[config.mk]
export PLATFORM = sky130hd
export DESIGN_NAME = h264_rtp_packetizer_unit
export DESIGN_NICKNAME = d
export VERILOG_FILES = /design/src/rtl/core/hrtp_pkg.sv /design/src/rtl/core/hrtp_front.sv /design/src/rtl/core/hrtp_queue.sv /design/src/rtl/core/hrtp_back.sv /design/src/rtl/core/h264_rtp_packetizer_unit.sv
export SDC_FILE = /design/constraint.sdc
export NUM_CORES = 1
export LEC_CHECK = 0
export BUFFER_PORTS_ARGS = -buffer_cell sky130_fd_sc_hd__buf_2
export CORE_MARGIN = 2
export CORE_UTILIZATION = 35
export DETAILED_ROUTE_END_ITERATION = 10
export GPL_TIMING_DRIVEN = 0
export HOLD_SLACK_MARGIN = 0.02
export PLACE_DENSITY = 0.49
export SLEW_MARGIN = 20
export SYNTH_ARGS = -nofsm -noshare
export SYNTH_HDL_FRONTEND = slang
export SYNTH_SLANG_ARGS = --single-unit
[constraint.sdc]
create_clock -name clk -period 4.5 [get_ports clk]
set_clock_uncertainty 0.2 [all_clocks]
set_input_delay 0.675 -clock clk [delete_from_list [all_inputs] [get_ports clk]]
set_output_delay 0.675 -clock clk [all_outputs]
set_load 0.01 [all_outputs]
[src/rtl/core/hrtp_pkg.sv]
// Shared types and constants of the H.264 RTP packetizer.
`default_nettype none

package hrtp_pkg;

	localparam int START_CODE_LEN = 4;
	localparam int PAYLOAD_START  = 5;

	localparam logic [4:0] FU_A_TYPE        = 5'd28;
	localparam logic [7:0] RTP_VERSION_BYTE = 8'h80;

	// Steps inside one command in the back end
	localparam logic [3:0] STEP_FU_IND     = 4'd12;
	localparam logic [3:0] STEP_FU_HDR     = 4'd13;
	localparam logic [3:0] LAST_STEP_PLAIN = 4'd0;
	localparam logic [3:0] LAST_STEP_SNGL  = 4'd12;
	localparam logic [3:0] LAST_STEP_FRAG  = 4'd14;

	localparam int QDEPTH = 4;
	localparam int QPTR_W = $clog2(QDEPTH);
	localparam int QCNT_W = $clog2(QDEPTH + 1);

	localparam logic [1:0] REG_MAX_PAYLOAD  = 2'd0;
	localparam logic [1:0] REG_PAYLOAD_KIND = 2'd1;
	localparam logic [1:0] REG_SOURCE_ID    = 2'd2;

	localparam logic [11:0] MAX_PAYLOAD_RST  = 12'd1400;
	localparam logic [6:0]  PAYLOAD_KIND_RST = 7'd96;

	typedef enum logic [1:0] {
		CMD_PLAIN  = 2'b00,
		CMD_SINGLE = 2'b01,
		CMD_FRAG   = 2'b10
	} cmd_kind_t;

	typedef struct packed {
		cmd_kind_t   kind;
		logic [7:0]  data;
		logic        pkt_last;
		logic        unit_last;
		logic        marker;
		logic [15:0] seq;
		logic [31:0] stamp;
		logic [7:0]  fu_ind;
		logic [7:0]  fu_hdr;
	} cmd_t;

	typedef struct packed {
		logic [11:0] max_payload;
		logic [6:0]  payload_kind;
		logic [31:0] source_id;
	} cfg_t;

endpackage

`default_nettype wire

[src/rtl/core/hrtp_front.sv]
// Front end: accepts unit bytes, tracks unit position and fragments, issues commands.
`default_nettype none

module hrtp_front import hrtp_pkg::*; #(
	parameter int LENGTH_BITS = 16
) (
	input  wire logic        clk,
	input  wire logic        arst_n,
	input  wire logic        s_tvalid,
	output logic             s_tready,
	input  wire logic [55:0] s_tdata,
	input  wire cfg_t        cfg,
	input  wire logic        q_full,
	output logic             push,
	output cmd_t             push_cmd
);

	localparam int L  = LENGTH_BITS;
	localparam int CW = (L > 12) ? L : 12;

	logic [L-1:0]  idx_q;
	logic [L-1:0]  rem_q;
	logic [11:0]   fill_q;
	logic [7:0]    saved_q;
	logic          frag_q;
	logic [31:0]   stamp_q;
	logic [15:0]   seq_q;

	logic [7:0]    b;
	logic [L+15:0] len_ext;
	logic [L-1:0]  len;
	logic [11:0]   mp;
	logic          first, at_hdr, past_hdr;
	logic [L-1:0]  rem;
	logic          last;
	logic          frag_new;
	logic          stop;
	logic          start;
	logic [11:0]   fill_inc;
	logic          pl_frag;
	logic          emit;
	logic          new_pkt;
	logic          accept;
	cmd_t          cmd;

	assign b       = s_tdata[7:0];
	assign len_ext = {{L{1'b0}}, s_tdata[23:8]};
	assign len     = len_ext[L-1:0];
	assign mp      = (cfg.max_payload == 12'd0) ? 12'd1 : cfg.max_payload;

	assign first    = (idx_q == '0);
	assign at_hdr   = (idx_q == L'(START_CODE_LEN));
	assign past_hdr = (idx_q >= L'(PAYLOAD_START));

	always_comb begin
		if (first) begin
			rem = (len != '0) ? len - L'(1) : '0;
		end else begin
			rem = (rem_q != '0) ? rem_q - L'(1) : '0;
		end
	end

	assign last     = (rem == '0);
	assign frag_new = (len >= L'(PAYLOAD_START)) &&
	                  ((CW'(len) - CW'(PAYLOAD_START)) > CW'(mp));
	assign stop     = (CW'(rem) < CW'(mp));
	assign start    = (idx_q == L'(PAYLOAD_START));
	assign fill_inc = fill_q + 12'd1;
	assign pl_frag  = last || (fill_inc >= mp);

	always_comb begin
		cmd           = '0;
		cmd.data      = b;
		cmd.seq       = seq_q + 16'd1;
		cmd.stamp     = stamp_q;
		cmd.fu_ind    = {saved_q[7:5], FU_A_TYPE};
		cmd.fu_hdr    = {start, stop, 1'b0, saved_q[4:0]};
		cmd.kind      = CMD_PLAIN;
		cmd.pkt_last  = last;
		cmd.unit_last = last;
		emit          = 1'b0;
		new_pkt       = 1'b0;
		if (at_hdr && !frag_q) begin
			emit       = 1'b1;
			new_pkt    = 1'b1;
			cmd.kind   = CMD_SINGLE;
			cmd.marker = 1'b1;
		end else if (past_hdr) begin
			emit = 1'b1;
			if (frag_q) begin
				cmd.pkt_last = pl_frag;
				if (fill_q == 12'd0) begin
					new_pkt    = 1'b1;
					cmd.kind   = CMD_FRAG;
					cmd.marker = stop;
				end
			end
		end
	end

	assign s_tready = !q_full;
	assign accept   = s_tvalid && s_tready;
	assign push     = accept && emit;
	assign push_cmd = cmd;

	always_ff @(posedge clk or negedge arst_n) begin
		if (!arst_n) begin
			idx_q   <= '0;
			rem_q   <= '0;
			fill_q  <= '0;
			saved_q <= '0;
			frag_q  <= 1'b0;
			stamp_q <= '0;
			seq_q   <= '0;
		end else if (accept) begin
			if (first) begin
				stamp_q <= s_tdata[55:24];
			end
			if (at_hdr) begin
				saved_q <= b;
			end
			if (new_pkt) begin
				seq_q <= seq_q + 16'd1;
			end
			// close the unit on its final byte
			if (last) begin
				idx_q  <= '0;
				rem_q  <= '0;
				fill_q <= '0;
				frag_q <= 1'b0;
			end else begin
				idx_q <= idx_q + L'(1);
				rem_q <= rem;
				if (first) begin
					frag_q <= frag_new;
					fill_q <= '0;
				end else if (past_hdr && frag_q) begin
					fill_q <= pl_frag ? 12'd0 : fill_inc;
				end
			end
		end
	end

endmodule

`default_nettype wire

[src/rtl/core/hrtp_queue.sv]
// Command queue between the front end and the back end.
`default_nettype none

module hrtp_queue import hrtp_pkg::*; (
	input  wire logic clk,
	input  wire logic arst_n,
	input  wire logic push,
	input  wire cmd_t push_cmd,
	output logic      full,
	output logic      head_valid,
	output cmd_t      head,
	input  wire logic pop
);

	cmd_t              mem_q [QDEPTH];
	logic [QPTR_W-1:0] wr_ptr_q;
	logic [QPTR_W-1:0] rd_ptr_q;
	logic [QCNT_W-1:0] count_q;

	assign full       = (count_q == QCNT_W'(QDEPTH));
	assign head_valid = (count_q != '0);
	assign head       = mem_q[rd_ptr_q];

	always_ff @(posedge clk) begin
		if (push) begin
			mem_q[wr_ptr_q] <= push_cmd;
		end
	end

	always_ff @(posedge clk or negedge arst_n) begin
		if (!arst_n) begin
			wr_ptr_q <= '0;
			rd_ptr_q <= '0;
			count_q  <= '0;
		end else begin
			if (push) begin
				wr_ptr_q <= wr_ptr_q + QPTR_W'(1);
			end
			if (pop) begin
				rd_ptr_q <= rd_ptr_q + QPTR_W'(1);
			end
			if (push && !pop) begin
				count_q <= count_q + QCNT_W'(1);
			end else if (pop && !push) begin
				count_q <= count_q - QCNT_W'(1);
			end
		end
	end

	a_no_overflow: assert property (@(posedge clk) disable iff (!arst_n)
		push |-> (!full || pop))
		else $error("command pushed into full queue");

	a_no_underflow: assert property (@(posedge clk) disable iff (!arst_n)
		pop |-> head_valid)
		else $error("command popped from empty queue");

	a_count_bound: assert property (@(posedge clk) disable iff (!arst_n)
		count_q <= QCNT_W'(QDEPTH))
		else $error("queue count beyond depth");

	a_count_step: assert property (@(posedge clk) disable iff (!arst_n)
		(push && !pop) |=> (count_q == $past(count_q) + QCNT_W'(1)))
		else $error("queue count did not advance on push");

endmodule

`default_nettype wire

[src/rtl/core/hrtp_back.sv]
// Back end: expands each command into its RTP header and FU bytes, if any, and its payload byte.
`default_nettype none

module hrtp_back import hrtp_pkg::*; (
	input  wire logic       clk,
	input  wire logic       arst_n,
	input  wire cfg_t       cfg,
	input  wire logic       head_valid,
	input  wire cmd_t       head,
	output logic            pop,
	output logic            m_tvalid,
	input  wire logic       m_tready,
	output logic [7:0]      m_tdata,
	output logic            m_tlast,
	output logic            m_tuser
);

	logic [3:0] step_q;
	logic       valid_q;
	logic [7:0] byte_q;
	logic       last_q;
	logic       user_q;

	logic [3:0] last_step;
	logic       at_end;
	logic       adv;
	logic [7:0] hdr_byte;

	always_comb begin
		unique case (head.kind)
			CMD_PLAIN:  last_step = LAST_STEP_PLAIN;
			CMD_SINGLE: last_step = LAST_STEP_SNGL;
			CMD_FRAG:   last_step = LAST_STEP_FRAG;
			default:    last_step = LAST_STEP_PLAIN;
		endcase
	end

	always_comb begin
		case (step_q)
			4'd0:        hdr_byte = RTP_VERSION_BYTE;
			4'd1:        hdr_byte = {head.marker, cfg.payload_kind};
			4'd2:        hdr_byte = head.seq[15:8];
			4'd3:        hdr_byte = head.seq[7:0];
			4'd4:        hdr_byte = head.stamp[31:24];
			4'd5:        hdr_byte = head.stamp[23:16];
			4'd6:        hdr_byte = head.stamp[15:8];
			4'd7:        hdr_byte = head.stamp[7:0];
			4'd8:        hdr_byte = cfg.source_id[31:24];
			4'd9:        hdr_byte = cfg.source_id[23:16];
			4'd10:       hdr_byte = cfg.source_id[15:8];
			4'd11:       hdr_byte = cfg.source_id[7:0];
			STEP_FU_IND: hdr_byte = head.fu_ind;
			STEP_FU_HDR: hdr_byte = head.fu_hdr;
			default:     hdr_byte = head.data;
		endcase
	end

	assign at_end = (step_q == last_step);
	assign adv    = head_valid && (!valid_q || m_tready);
	assign pop    = adv && at_end;

	always_ff @(posedge clk or negedge arst_n) begin
		if (!arst_n) begin
			step_q  <= '0;
			valid_q <= 1'b0;
		end else begin
			if (adv) begin
				valid_q <= 1'b1;
				step_q  <= at_end ? 4'd0 : step_q + 4'd1;
			end else if (m_tready) begin
				valid_q <= 1'b0;
			end
		end
	end

	// payload byte closes the command; header bytes never flag an end
	always_ff @(posedge clk) begin
		if (adv) begin
			byte_q <= at_end ? head.data : hdr_byte;
			last_q <= at_end && head.pkt_last;
			user_q <= at_end && head.unit_last;
		end
	end

	assign m_tvalid = valid_q;
	assign m_tdata  = byte_q;
	assign m_tlast  = last_q;
	assign m_tuser  = user_q;

endmodule

`default_nettype wire

[src/rtl/core/h264_rtp_packetizer_unit.sv]
// Top level of the H.264 RTP packetizer: configuration registers and the three stages.
`default_nettype none

// Takes an Annex-B NAL unit one byte per transfer (each transfer carries the byte, the
// unit length and the timestamp; length and timestamp are used at the first byte only)
// and produces RTP packets one byte per transfer, header first, with tlast on the final
// byte of each packet and tuser on the final byte of the unit. The start code is dropped.
// Units whose length minus five fits max_payload go out as one packet with the marker
// set; longer ones go out as FU-A fragments. Payload bytes pass at one per cycle while
// the output is not stalled. Each packet start adds 12 header bytes (single packet)
// or 14 (FU-A fragment) on the output side; the input keeps going meanwhile until
// the four-entry command queue between the front and back ends fills. Bytes that
// produce no output (start code, short units, the saved NAL header of a fragmented
// unit) push no command. Configuration must be written only while no unit is in flight.
module h264_rtp_packetizer_unit import hrtp_pkg::*; #(
	parameter int LENGTH_BITS = 16
) (
	input  wire logic        clk,
	input  wire logic        arst_n,
	input  wire logic        s_tvalid,
	output logic             s_tready,
	input  wire logic [55:0] s_tdata,   // nal_byte[7:0], unit_length[23:8], stamp[55:24]
	output logic             m_tvalid,
	input  wire logic        m_tready,
	output logic [7:0]       m_tdata,   // out_byte[7:0]
	output logic             m_tlast,
	output logic             m_tuser,   // unit_last
	input  wire logic        cfg_we,
	input  wire logic [1:0]  cfg_index,
	input  wire logic [31:0] cfg_wdata
);

	cfg_t cfg_q;
	logic q_full;
	logic push;
	cmd_t push_cmd;
	logic head_valid;
	cmd_t head;
	logic pop;

	always_ff @(posedge clk or negedge arst_n) begin
		if (!arst_n) begin
			cfg_q.max_payload  <= MAX_PAYLOAD_RST;
			cfg_q.payload_kind <= PAYLOAD_KIND_RST;
			cfg_q.source_id    <= '0;
		end else if (cfg_we) begin
			case (cfg_index)
				REG_MAX_PAYLOAD:  cfg_q.max_payload  <= cfg_wdata[11:0];
				REG_PAYLOAD_KIND: cfg_q.payload_kind <= cfg_wdata[6:0];
				REG_SOURCE_ID:    cfg_q.source_id    <= cfg_wdata;
				default:          ;
			endcase
		end
	end

	hrtp_front #(
		.LENGTH_BITS(LENGTH_BITS)
	) u_front (
		.clk      (clk),
		.arst_n   (arst_n),
		.s_tvalid (s_tvalid),
		.s_tready (s_tready),
		.s_tdata  (s_tdata),
		.cfg      (cfg_q),
		.q_full   (q_full),
		.push     (push),
		.push_cmd (push_cmd)
	);

	hrtp_queue u_queue (
		.clk        (clk),
		.arst_n     (arst_n),
		.push       (push),
		.push_cmd   (push_cmd),
		.full       (q_full),
		.head_valid (head_valid),
		.head       (head),
		.pop        (pop)
	);

	hrtp_back u_back (
		.clk        (clk),
		.arst_n     (arst_n),
		.cfg        (cfg_q),
		.head_valid (head_valid),
		.head       (head),
		.pop        (pop),
		.m_tvalid   (m_tvalid),
		.m_tready   (m_tready),
		.m_tdata    (m_tdata),
		.m_tlast    (m_tlast),
		.m_tuser    (m_tuser)
	);

endmodule

`default_nettype wire
After elaboration in Yosys (flattened, before gate mapping)
Memories as Yosys holds them, arrays and structs flattened. Index checks and enable logic that the tools add are counted.

Register bits after elaboration: 174. Bits in writable memories: 284. Input port bits: 95. Output and inout bits: 12. Logic and storage cells: 134. Memories kept: 1.

Memory list: u_queue.mem_q (words 4, bits a word 71, rd ports 1, clocked after Yosys merged registers in 0, wr ports 1, line hrtp_queue.sv:15) `cmd_t mem_q [QDEPTH];`.

Add/subtract/negate cells: 11. Order comparisons: 5. Equality and inequality tests: 21. Muxes and demuxes: 39. Reductions and logical operators: 39.

Operators by type and width (number): $pmux W8 S14 (1); $mux W16 (5); $mux W12 (5); $add A16 B1 Y16 const B (2); $eq A16 B3 Y1 const B (2); $ge A16 B3 Y1 const B (2); $logic_not A16 Y1 (2); $reduce_bool A16 Y1 (2); $sub A16 B1 Y16 const B (2); $eq A4 B4 Y1 const B (6); $logic_not A12 Y1 (2); $mux W1 (19); $eq A4 B3 Y1 const B (4); $gt A16 B12 Y1 (1); $lt A16 B12 Y1 (1); $reduce_and A2 Y1 (8); $sub A16 B3 Y16 const B (1); $add A12 B1 Y12 const B (1); $ge A12 B12 Y1 (1); $logic_and A1 B1 Y1 (11); $eq A4 B2 Y1 const B (2); $mux W2 (4); $mux W8 (1); $pmux W4 S2 (1); other kinds (17) (29).

Longest topological paths before layout
Gate-level depths: netlist of run 1.

Depth in word-level cells: 9. Gate-level depth with buffers: 17. Gate-level depth less buffers: 14.

By module
A second synthesis of run 1 with hierarchy kept.

Cells, all modules: 1490. Area, all modules: 22131.2 µm².

Modules (own cells, without submodules): hrtp_queue (instances 1, cells an instance 437, area an instance 11506.0 µm², seq. area each 9424.0 µm²); hrtp_front (instances 1, cells an instance 742, area an instance 6874.1 µm², seq. area each 2527.4 µm²); h264_rtp_packetizer_unit (instances 1, cells an instance 109, area an instance 2068.2 µm², seq. area each 1286.2 µm²); hrtp_back (instances 1, cells an instance 202, area an instance 1682.9 µm², seq. area each 425.4 µm²).

Least setup slack after synthesis of run 1
Ideal clock, no wire load.

Path type: reg-to-reg. Start: register u_queue.rd_ptr_q[0]. End: register u_queue.count_q[1]. Setup time: 125 ps. Data arrival time: 4476 ps. Data required time: 4175 ps. Setup slack: -301 ps. Cell stages (with the launch flop): 15. Path buffers: 4. Clock period less this slack: 4801 ps. Cells stage by stage: dfrtp_1 -> buf_2 -> buf_1 -> clkbuf_1 -> buf_1 -> mux4_2 -> ha_1 -> nor2_1 -> a21oi_1 -> nor3_1 -> nand2_1 -> ha_1 -> inv_1 -> fa_1 -> mux2_2.

Cells in the longest elaborated chain, start to end: 8. Elaborated cells between the ends (all ways): 11. Those cells by class: eq/ne: 3; mux: 2; reduce/logical: 5; memory: 1.

RTL lines: from (decl) (line hrtp_queue.sv:17) `logic [QPTR_W-1:0] rd_ptr_q;`; from (signal assigned) (line hrtp_queue.sv:40) `rd_ptr_q <= rd_ptr_q + QPTR_W'(1);`; $mem_v2 Z4 W71 (*); $eq A2 B2 Y1 / $eq A2 B1 Y1 (equally long branches) (line hrtp_back.sv:30) `unique case (head.kind)`; $pmux W4 S2 (*) (line hrtp_back.sv:30); $eq A4 B4 Y1 (*) (line hrtp_back.sv:58) `assign at_end = (step_q == last_step);`; $logic_and A1 B1 Y1 (*) (line hrtp_back.sv:60) `assign pop = adv && at_end;`; $logic_not A1 Y1 (line hrtp_queue.sv:42) `if (push && !pop) begin`; $logic_and A1 B1 Y1 (line hrtp_queue.sv:42); $mux W3 / $reduce_bool A2 Y1 (equally long branches); to (signal assigned) (line hrtp_queue.sv:43) `count_q <= count_q + QCNT_W'(1);`; to (signal assigned) (line hrtp_queue.sv:45) `count_q <= count_q - QCNT_W'(1);`; to (decl) (line hrtp_queue.sv:18) `logic [QCNT_W-1:0] count_q;`.

Every way passes the cells marked *; elsewhere a longest branch is shown, timed or not. A chain may end at the register's enable or synchronous reset.

Worst setup path after layout of run 1
Start: register u_front.rem_q[0]. End: register u_front.fill_q[2].

Cells in the longest elaborated chain, start to end: 9. Elaborated cells between the ends (all ways): 12. Those cells by class: add/sub: 1; mux: 6; reduce/logical: 5.

RTL lines: from (decl) (line hrtp_front.sv:22) `logic [L-1:0] rem_q;`; from (signal assigned) (line hrtp_front.sv:133) `rem_q <= rem;`; $sub A16 B1 Y16 / $reduce_bool A16 Y1 (equally long branches) (line hrtp_front.sv:59) `rem = (rem_q != '0) ? rem_q - L'(1) : '0;`; $mux W16 (*) (line hrtp_front.sv:59); $mux W16 (*) (line hrtp_front.sv:56) `if (first) begin`; $logic_not A16 Y1 (*) (line hrtp_front.sv:63) `assign last = (rem == '0);`; $logic_or A1 B1 Y1 (line hrtp_front.sv:69) `assign pl_frag = last || (fill_inc >= mp);`; $mux W12 (line hrtp_front.sv:138) `fill_q <= pl_frag ? 12'd0 : fill_inc;`; $mux W12 (line hrtp_front.sv:137) `end else if (past_hdr && frag_q) begin`; $mux W12 (line hrtp_front.sv:134) `if (first) begin`; $mux W12 (line hrtp_front.sv:126) `if (last) begin`; to (signal assigned) (line hrtp_front.sv:138); to (decl) (line hrtp_front.sv:23) `logic [11:0] fill_q;`.

Every way passes the cells marked *; elsewhere a longest branch is shown, timed or not. The select of a mux whose other input is x is not followed.

==> summary.md, run 1 <==
| Metric | Value |
|---|---|
| Outcome | finished, final reports clean |
| Cell Pwr Density | 632 nW/um2 |
| Post-DP HPWL | 38000 um |
| DRT iter0 DRCs | 958 |
| # Max-Cap Violations | 0 |
| Wire length of the first global-routing pass | 81500 um |
| Slew @ Worst Pin | 1070 ps |
| R2R cell count | 12 |
| Slowest-stage cell, CP | or4_1 |
| Clock latency on the worst-skew pair | 620 ps |
| Hold endpoint | u_front.stamp_q[21] |
| Peak VDD IR | 386 uV |
| Post-synthesis cell type count | 76 |
| Hold Fails Final Rpt | 0 |
| Top Ports | 107 |
| Worst hold path type | primary input to register |
| Via Count | 12800 |
| Worst-path cell chain | inv_1 -> ha_1 -> nor3b_2 -> a32oi_1 -> a2111oi_0 -> o22ai_1 -> or4_1 -> nor4_4 -> o31ai_1 -> clkbuf_1 -> a21oi_1 -> o22ai_1 |
| Clock transition at the registers of the reported paths | 60 ps |
| Rel. slew slack | 28.2% |
| Comb pwr share | 30.8% |
| Fraction of layout cells with a size suffix above 1 | 23.6% |
| WL final | 53800 um |
| Placed Cells incl. Taps | 2349 |
| Final Max Slew Viols | 0 |
| Bufs and invs on worst path | 2 |
| R2R Setup Slk | 250 ps |
| Gr ovfl total | 0 |
| Core Box Area | 59000 um2 |
| #FFs+latches synth | 458 |
| Synth Cell Area | 20900 um2 |
| H-tree levels | 2 |
| Cells after Synth | 1469 |
| Fmax | 235 MHz |
| Placed cell area | 22600 um2 |
| Fin crit share | 94.4% |
| CP endpoint kind | register |
| Final antenna-violating net count | 0 |
| Final non-filler cell total | 2444 |
| Routed wire per std cell | 22.0 um |
| Area grow syn2layout | 16.4% |
| Cell mode on critical path | o22ai_1 |
| Top FF cell, synth | edfxtp_1 |
| Longest Clk Path Bufs | 3 |
| Startpoint Class | register |
| Syn avg cell area | 14.2 um2 |
| Int Pwr | 10200 uW |
| GRT Overall Usage | 17.7% |
| Area contributors post-synth | edfxtp_1 (42%), dfrtp_1 (19%), mux4_2 (6.8%) |
| CP arrival | 4510 ps |
| Pre-antenna DRT Iters | 5 |
| Post-synth top area share | 42.2% |
| Clock sink count | 458 |
| Vias in the first global route | 12900 |
| Root Driver | clkbuf_16 |
| TritonCTS clock tree | done |
| Die ar. | 61700 um2 |
| Hold Crit Start | s_tdata[45] |
| Hold Crit Depth | 2 |
| Reg2reg start | u_front.rem_q[0] |
| Switch share | 33.7% |
| Initial Util | 35.4% |
| ANT cells | 0 |
| Ys Warns | 0 |
| Synth Net Count | 1622 |
| Die X-Extent | 248 um |
| Share of power burned in registers | 42.6% |
| Net Switching | 5170 uW |
| Synth area leader | edfxtp_1 |
| Routability cong. | 0.866 |
| Fin util | 41.2% |
| Largest stage delay on the critical path | 550 ps |
| Total power | 15400 uW |
| Lkg Pwr | 0.00926 uW |
| Largest net degree at the start of global routing | 90 |
| R2R Path End | u_front.fill_q[2] |
| DRC errors left | 0 |
| Clock power frac | 26.5% |
| Routed vias/inst | 5.25 |
| Port bufs | 99 |
| RSZ-0062 raised after global routing | false |
| Register area share after synthesis | 61.9% |
| Setup Viol. Count Final | 0 |
| Crit path max fanout | 10 |
| CP top delay family | simple AND/OR/NAND/NOR gates |
| Final nets | 1782 |
| Post-route minimum period | 4250 ps |
| # rows | 89 |
| Num CTS Buffers | 50 |
| Post-synth top cells | edfxtp_1 (294), dfrtp_1 (156), nand2_1 (111) |
| Layout fillers | 5556 |
| EDFF count, synth | 294 |
| Asr flop ratio synth | 35.8% |
| Critical Path RT | 4760 ps |
| Initial antenna violation count | 0 |
| CP Class | register to register |
| Most common cell in the netlist | edfxtp_1 |
| Die H | 248 um |
| Final Cell Area | 24300 um2 |
## power by group through the flow
stage	clock network [uW]	logic [uW]	registers, uW
finish	4080	4730	6550
global route	4360	5220	6690
CTS	4180	4800	6560
detailed placement	0	4760	6630
global placement	0	4590	6670
floorplan	0	3050	6450
## what timing repair did
item / in CTS / in global routing
pin swaps: 0 / 2
cloned: 0 / 0
resized for setup: 22 / 9
buffers inserted: 0 / 4
hold buffers: 1 / 0
endpoints found under the hold margin: 75 / 0
setup endpoints to repair: 27 / 111
## flip-flops by register name, indices dropped and copies added, names as in the netlist, 2 cells and up
signal,flops
u_back.step_q,4
u_front.saved_q,8
u_front.fill_q,12
u_front.idx_q,16
cfg_q,51
u_front.seq_q,16
u_queue.rd_ptr_q,2
u_front.rem_q,16
u_queue.wr_ptr_q,2
u_queue.mem_q,284
u_queue.count_q,3
u_back.m_tdata,8
u_front.stamp_q,32
## layout by cell type (no fill, tap or decap), types with 8 or more instances in the layout
master,count
edfxtp_1,294
dfrtp_1,155
nand2_1,111
buf_2,110
mux2_2,83
nor2_1,66
mux4_2,63
ha_1,57
o21ai_0,54
clkbuf_1,52
clkbuf_16,50
xnor2_1,45
nand3_1,38
inv_1,38
xor2_1,37
mux2i_1,25
nor3_1,23
nand4_1,23
a21oi_1,21
and2_1,19
nor4_1,18
a21o_1,13
a22oi_1,13
o22ai_1,10
or4_1,9
o21ai_1,9
o31ai_1,9
a32oi_1,9
a32o_1,9
and3_1,8
o211ai_1,8
dfstp_2,8
## stage by stage
step | hold WS [ps] | setup slack, ps | setup TNS, ps
after floorplan | 179 | 148 | 0
after global placement | 279 | -2140 | -676360
after detailed placement | 279 | -1520 | -23480
after CTS | 46.5 | 0.669 | 0
after global routing | 66.6 | 9.43 | 0
final | 85.2 | 251 | 0
## final cells by class
| class | instances | area (um2) | share of cell area, % |
|---|---|---|---|
| tap | 773 | 967 | 3.98 |
| multi-input combinational | 902 | 7570 | 31.1 |
| sequential | 458 | 12900 | 53.2 |
| inverter | 39 | 146 | 0.602 |
| timing repair buffer | 112 | 721 | 2.96 |
| clock inverter | 20 | 236 | 0.972 |
| clock buffer | 74 | 1410 | 5.80 |
| buffer | 66 | 323 | 1.33 |
## how the worst max path moves through the flow
stage / slack [ps] / from / to / cells past startpoint
2_1_floorplan: 150 / u_queue.rd_ptr_q[0] / u_queue.count_q[1] / 14
3_3_place_gp: -2140 / u_front.idx_q[12] / u_queue.mem_q[1][38] / 8
3_5_place_dp: -1520 / u_queue.rd_ptr_q[1] / u_queue.count_q[1] / 15
4_1_cts: 0.7 / u_queue.rd_ptr_q[0] / u_back.m_tdata[1] / 9
5_1_grt: 9 / u_queue.rd_ptr_q[0] / u_queue.count_q[1] / 14
6_report: 250 / u_front.rem_q[0] / u_front.fill_q[2] / 12
## cell families (layout without fill, tap and decap cells)
kind of cell | Yosys count | in the layout | synth area share [%]
flops | 458 | 458 | 61.9
simple gates | 383 | 383 | 9.72
compound gates | 208 | 208 | 6.83
mux | 171 | 171 | 12.5
buf+inv | 109 | 311 | 2.13
xor+xnor | 82 | 82 | 3.44
fa+ha+maj | 58 | 58 | 3.51
## worst register-to-register path: cells and delay by family (launching register included)
family                     cells  cell delay (ps)
and+or+nand+nor                3             1390
DFF                            1              470
AOI/OAI and AO/OA              6             1370
buffers and inverters          2              440
adders and majority gates      1              250
## routing by layer
layer / routed length (um) / global-route usage, % / up-vias
met5: 0 / 0 / -
met4: 1190 / 5.13 / 0
met3: 2300 / 2.79 / 76
met2: 25400 / 28.2 / 253
met1: 24900 / 25.2 / 6543
li1: - / - / 5952
Note: power is estimated with default switching activity, not from simulation.
==> run 2, diff against run 1 <==
Settings changed: BUFFER_PORTS_ARGS -buffer_cell sky130_fd_sc_hd__buf_2 to unset, DONT_BUFFER_PORTS set to 1, PLACE_DENSITY 0.49 to 0.48.
==> run 2 against run 1 <==
Net effect: the run now ends with negative hold slack left; critical path depth is 3 lower; hold slack worse by 520 ps; largest cell class unchanged; combinational power is 3% lower; count of clock-buffer cells in the layout is 2 lower; total power is 0.94% higher; maximum frequency is 2.0% lower; wire length is 1.5% higher; core utilization is 0.34 points higher; worst setup slack worse by 88 ps; cell count is 1.2% lower; non-clock buffer count is 34 lower.
==> summary.md, run 2 (synthesis results as in run 1) <==
| Metric | Value |
|---|---|
| Outcome | finished, violations left |
| Failing checks | negative hold slack |
| Initial Util | 35.4% (unchanged) |
| Die H | 248 um (unchanged) |
| Clock transition at the registers of the reported paths | 60 ps (about the same) |
| Routed vias/inst | 5.30 (+0.93%) |
| RSZ-0062 raised after global routing | false |
| Reg2reg start | u_queue.rd_ptr_q[0] |
| Post-route minimum period | 4340 ps (+88.3 ps) |
| Int Pwr | 10400 uW (+1.7%) |
| Port bufs | 0 (-100%) |
| Biggest register | u_queue.mem_q |
| Initial antenna violation count | 4 (+4) |
| Share of power burned in registers | 42.5% (about the same) |
| Setup total negative slack | 0 ps (unchanged) |
| DRC errors left | 0 (unchanged) |
| Vias in the first global route | 12900 (+0.43%) |
| Clock latency on the worst-skew pair | 610 ps (about the same) |
| Top Ports | 107 (unchanged) |
| Gr ovfl total | 0 (unchanged) |
| Num CTS Buffers | 51 (+2.0%) |
| Fraction of layout cells with a size suffix above 1 | 17.6% (-5.9 points) |
| Layout fillers | 5444 (-2.0%) |
| Commonest non-fill, non-tap cells in the layout | edfxtp_1 (294), dfrtp_1 (156), nand2_1 (111), mux2_2 (83), dlygate4sd3_1 (73) |
| Wire length of the first global-routing pass | 82500 um (+1.3%) |
| CP arrival | 4450 ps (-60 ps) |
| Clock power frac | 27.8% (+1.3 points) |
| Max reg flops | 284 (unchanged) |
| GRT Overall Usage | 18.0% (+0.21 points) |
| WL final | 54600 um (+1.5%) |
| Peak VDD IR | 289 uV (-25%) |
| Final nets | 1749 (-1.9%) |
| Net Switching | 5140 uW (-0.61%) |
| Cell Pwr Density | 633 nW/um2 (+0.11%) |
| Final antenna-violating net count | 0 (unchanged) |
| Rel. slew slack | 29.1% (+0.89 points) |
| Hold WS | -431 ps (-517 ps) |
| Slew @ Worst Pin | 1040 ps (-31.0 ps) |
| Critical Path Start | u_queue.rd_ptr_q[0] |
| Post-DP HPWL | 37600 um (-0.93%) |
| Lkg Pwr | 0.00916 uW (-1.1%) |
| Worst hold path type | primary input to async pin |
| Pre-antenna DRT Iters | 6 (+1) |
| Top flop regs | u_queue.mem_q x284, cfg_q x51, u_front.stamp_q x32 |
| Routed wire per std cell | 22.6 um (+2.7%) |
| Final Cell Area | 24500 um2 (+0.83%) |
| # Max-Cap Violations | 0 (unchanged) |
| Hold Fails Final Rpt | 164 (+164) |
| Commonest non-fill, non-tap cell in the layout | edfxtp_1 |
| Clock sink count | 458 (unchanged) |
| DRT iter0 DRCs | 936 (-2.3%) |
| CP endpoint kind | register |
| Area grow syn2layout | 17.3% |
| Routability cong. | 0.843 (-2.6%) |
| Startpoint Class | register |
| CP Class | register to register |
| Die ar. | 61700 um2 (unchanged) |
| Crit path max fanout | 10 (unchanged) |
| Switch share | 33.1% (-0.52 points) |
| Comb pwr share | 29.7% (-1.1 points) |
| Setup Viol. Count Final | 0 (unchanged) |
| Hold Buf Count CTS | 73 (+72) |
| # rows | 89 (unchanged) |
| Fmax | 231 MHz (-2.0%) |
| Fin crit share | 96.4% (+2.0 points) |
| Final Max Slew Viols | 0 (unchanged) |
| Die X-Extent | 248 um (unchanged) |
| Critical Path RT | 4610 ps (-150 ps) |
| Via Count | 12800 (-0.30%) |
| Longest Clk Path Bufs | 3 (unchanged) |
| TritonCTS clock tree | done |
| H-tree levels | 2 (unchanged) |
| Placed cell area | 22000 um2 (-2.5%) |
| Largest net degree at the start of global routing | 165 (+83%) |
| Root Driver | clkbuf_16 |
| Core Box Area | 59000 um2 (unchanged) |
## run 2: final timing paths
| check | end | slack, ps | cells past startpoint |
|---|---|---|---|
| min in group clk | cfg_q[40] | 140 | 3 |
| min reg2reg | u_front.seq_q[15] | 290 | 1 |
| max reg2reg | u_back.m_tdata[2] | 160 | 9 |
| max | u_back.m_tdata[2] | 160 | 9 |
| min | u_front.stamp_q[7] | -430 | 0 |
| max in group asynchronous | cfg_q[44] | 4200 | 0 |
## run 2: what timing repair did
action,CTS,global route
endpoints found under the setup margin,27,156
resized for setup,10,8
pin swaps,0,1
hold endpoints to repair,288,164
setup buffers,0,3
## run 2: power groups by stage
stage,clock network [uW],registers (uW),logic (uW)
detailed placement,0,6670,4580
finish,4320,6590,4600
global placement,0,6700,4450
global route,4580,6730,5040
CTS,4420,6590,4660
floorplan,0,6450,3050
## run 2: layout make-up
type | count | area [um2] | share of cell area (%)
diodes | 3 | 7.51 | 0.0306
inverters | 39 | 146 | 0.597
clock buffers | 72 | 1420 | 5.78
well taps | 773 | 967 | 3.94
repair buffers | 80 | 856 | 3.49
flip-flops and latches | 458 | 12900 | 52.8
multi-input cells | 902 | 7570 | 30.9
plain buffers | 64 | 307 | 1.25
clock inverters | 23 | 310 | 1.27
## run 2: critical path, cell delays in order, from the launching register on
cell             delay, ps
dfrtp_1                330
buf_2                  330
clkdlybuf4s15_2        580
buf_2                  540
mux2i_1                250
o22ai_1                 90
o21ai_0                570
nand4_1                350
a2111oi_1              600
o21ai_0                200
## run 2: per-layer routing
metal / track usage, % / wire length [um] / up-vias
met1: 25.4 / 25200 / 6512
met4: 5.88 / 1470 / 2
met3: 2.65 / 2540 / 84
met5: 0 / 12 / -
li1: - / - / 5881
met2: 28.4 / 25400 / 306
## run 2: through the flow
stage / power [uW] / cells / worst slack, ps / utilization [%]
after floorplan: 9500 / 1469 / 148 / -
after global placement: 11100 / 2242 / -2090 / 37.1
after detailed placement: 11200 / 2246 / -1660 / 37.3
after CTS: 15700 / 2410 / 21.8 / 41.5
after global routing: 16400 / 2413 / 6.67 / 41.5
final: 15500 / 2414 / 163 / 41.5
==> run 3, diff against run 2 <==
Settings changed: SETUP_SLACK_MARGIN set to 0.4.
==> run 3 against run 2 <==
Net effect: the flow still finishes with violations (negative hold slack); clock power down 2%; die area is the same; maximum frequency is 11% higher; first-iteration DRC count increased by 4.9%; wire length grew 4.3%; cell area increased by 0.62%; count of clock-buffer cells in the layout increased by 1; via count up 1.0%; highest routed layer is now met4.
==> summary.md, run 3 (synthesis results as in run 1) <==
| Metric | Value |
|---|---|
| Die ar. | 61700 um2 (unchanged) |
| WL final | 57000 um (+4.3%) |
| Max reg flops | 284 (unchanged) |
| Worst Slack Setup Final | 603 ps (+440 ps) |
| Post-DP HPWL | 37800 um (+0.45%) |
| Final Cell Area | 24700 um2 (+0.62%) |
| Failing checks | negative hold slack |
| Final non-filler cell total | 2426 (+0.50%) |
| Hold WS | -426 ps (+5.81 ps) |
| Fin util | 41.8% (+0.26 points) |
| Placed Cells incl. Taps | 2247 (+0.045%) |
| Hold Fails Final Rpt | 160 (-2.4%) |
| Longest Clk Path Bufs | 3 (unchanged) |
| Port bufs | 0 (unchanged) |
| Top Ports | 107 (unchanged) |
| H-tree levels | 2 (unchanged) |
| Peak VDD IR | 405 uV (+40%) |
| Largest net degree at the start of global routing | 165 (unchanged) |
| CP Class | register to register |
| Initial antenna violation count | 1 (-3) |
| Core Box Area | 59000 um2 (unchanged) |
| Lkg Pwr | 0.00923 uW (+0.80%) |
| Cell Pwr Density | 632 nW/um2 (about the same) |
| Die X-Extent | 248 um (unchanged) |
| GRT Overall Usage | 18.6% (+0.63 points) |
| CP endpoint kind | register |
| Gr ovfl total | 0 (unchanged) |
| DRT iter0 DRCs | 982 (+4.9%) |
| Worst slack, placed | -1620 ps (+34.2 ps) |
| Final Max Slew Viols | 0 (unchanged) |
| Placed cell area | 22000 um2 (about the same) |
| # Max-Cap Violations | 0 (unchanged) |
| Rel. slew slack | 32.5% (+3.5 points) |
| Startpoint Class | register |
| Fraction of layout cells with a size suffix above 1 | 19.1% (+1.4 points) |
| Vias in the first global route | 13200 (+2.0%) |
| DRC errors left | 0 (unchanged) |
| Initial Util | 35.4% (unchanged) |
| Crit path max fanout | 10 (unchanged) |
| Biggest register | u_queue.mem_q |
| Fin crit share | 86.6% (-9.8 points) |
| Final antenna-violating net count | 0 (unchanged) |
| CP arrival | 4170 ps (-280 ps) |
| Commonest non-fill, non-tap cell in the layout | edfxtp_1 |
| Root Driver | clkbuf_16 |
| Slew @ Worst Pin | 1010 ps (-25.2 ps) |
| Routability cong. | 0.835 (-0.98%) |
| Critical Path RT | 4770 ps (+160 ps) |
| Via Count | 12900 (+1.0%) |
| Worst hold path type | primary input to async pin |
| Outcome | finished, violations left |
| Setup total negative slack | 0 ps (unchanged) |
| Clock sink count | 458 (unchanged) |
| Die H | 248 um (unchanged) |
| Routed wire per std cell | 23.5 um (+3.8%) |
| RSZ-0062 raised after global routing | false |
| Top flop regs | u_queue.mem_q x284, cfg_q x51, u_front.stamp_q x32 |
| Fmax | 257 MHz (+11%) |
| Commonest non-fill, non-tap cells in the layout | edfxtp_1 (294), dfrtp_1 (155), nand2_1 (111), mux2_2 (83), dlygate4sd3_1 (73) |
| Routed vias/inst | 5.32 (+0.50%) |
| TritonCTS clock tree | done |
| Final nets | 1765 (+0.91%) |
| Post-route minimum period | 3900 ps (-440 ps) |
| Setup Viol. Count Final | 0 (unchanged) |
| Num CTS Buffers | 51 (unchanged) |
| Hold Buf Count CTS | 73 (unchanged) |
| Pre-antenna DRT Iters | 5 (-1) |
| Layout fillers | 5482 (+0.70%) |
| Clock latency on the worst-skew pair | 600 ps (about the same) |
| Area grow syn2layout | 18.0% |
| # rows | 89 (unchanged) |
| Clock transition at the registers of the reported paths | 60 ps (about the same) |
| Wire length of the first global-routing pass | 84700 um (+2.7%) |
==> run 3: area by class of cell <==
type                       instances  area [um2]  share of cell area [%]
buffer                            70         380                    1.54
clock buffer                      73        1480                    6.00
inverter                          39         146                   0.593
tap                              773         967                    3.92
multi-input combinational        906        7650                    31.0
antenna                            1        2.50                  0.0101
clock inverter                    20         213                   0.862
sequential                       458       12900                    52.5
timing repair buffer              86         891                    3.61
==> run 3: critical path, cell delays in order (launching register included) <==
cell and delay (ps):
dfrtp_1 440, inv_1 150, ha_1 200, nor4b_4 370, nand2_1 220, o21ai_4 300, o21ai_1 200, or4_1 620
nor4_4 290, o31ai_1 180, clkbuf_1 310, o21ai_1 210, o21ai_0 90
==> run 3: routing by layer <==
metal	share of wire, %	routed length (um)	up-vias	GRT usage (%)
met3	4.8	2710	79	3.04
met1	45	25700	6651	25.4
li1	-	-	5915	-
met2	48	27300	268	30.5
met5	0	0	-	0
met4	2.2	1280	0	5.41
==> run 3: metrics by stage <==
step | power (uW) | hold slack (ps)
6_report | 15600 | -426
5_1_grt | 16400 | -448
4_1_cts | 15700 | -435
3_5_place_dp | 11200 | 212
3_3_place_gp | 11100 | 209
2_1_floorplan | 9480 | 179
==> run 3: timing repair <==
action                     in CTS  in global routing
cloned                          3                  2
resized for setup              39                 28
hold endpoints to repair      288                164
setup buffers                   3                  4
pin swaps                       4                  4
setup endpoints to repair     156                197
==> run 3: path summary, 6_finish.rpt <==
path                                    from             endpoint  slack [ps]  cells past startpoint
setup / recovery            u_front.rem_q[1]    u_front.fill_q[5]         600                     12
hold / removal                        arst_n  u_front.stamp_q[11]        -430                      0
setup reg to reg            u_front.rem_q[1]    u_front.fill_q[5]         600                     12
hold reg to reg            u_front.seq_q[15]    u_front.seq_q[15]         290                      1
max in group asynchronous             arst_n            cfg_q[37]        4050                      0
min in group clk                cfg_index[0]            cfg_q[40]         160                      3
==> run 3: report_power, final <==
part / internal, uW / switching [uW]
logic: 1960 / 2830
registers: 5930 / 657
clock network: 2510 / 1710
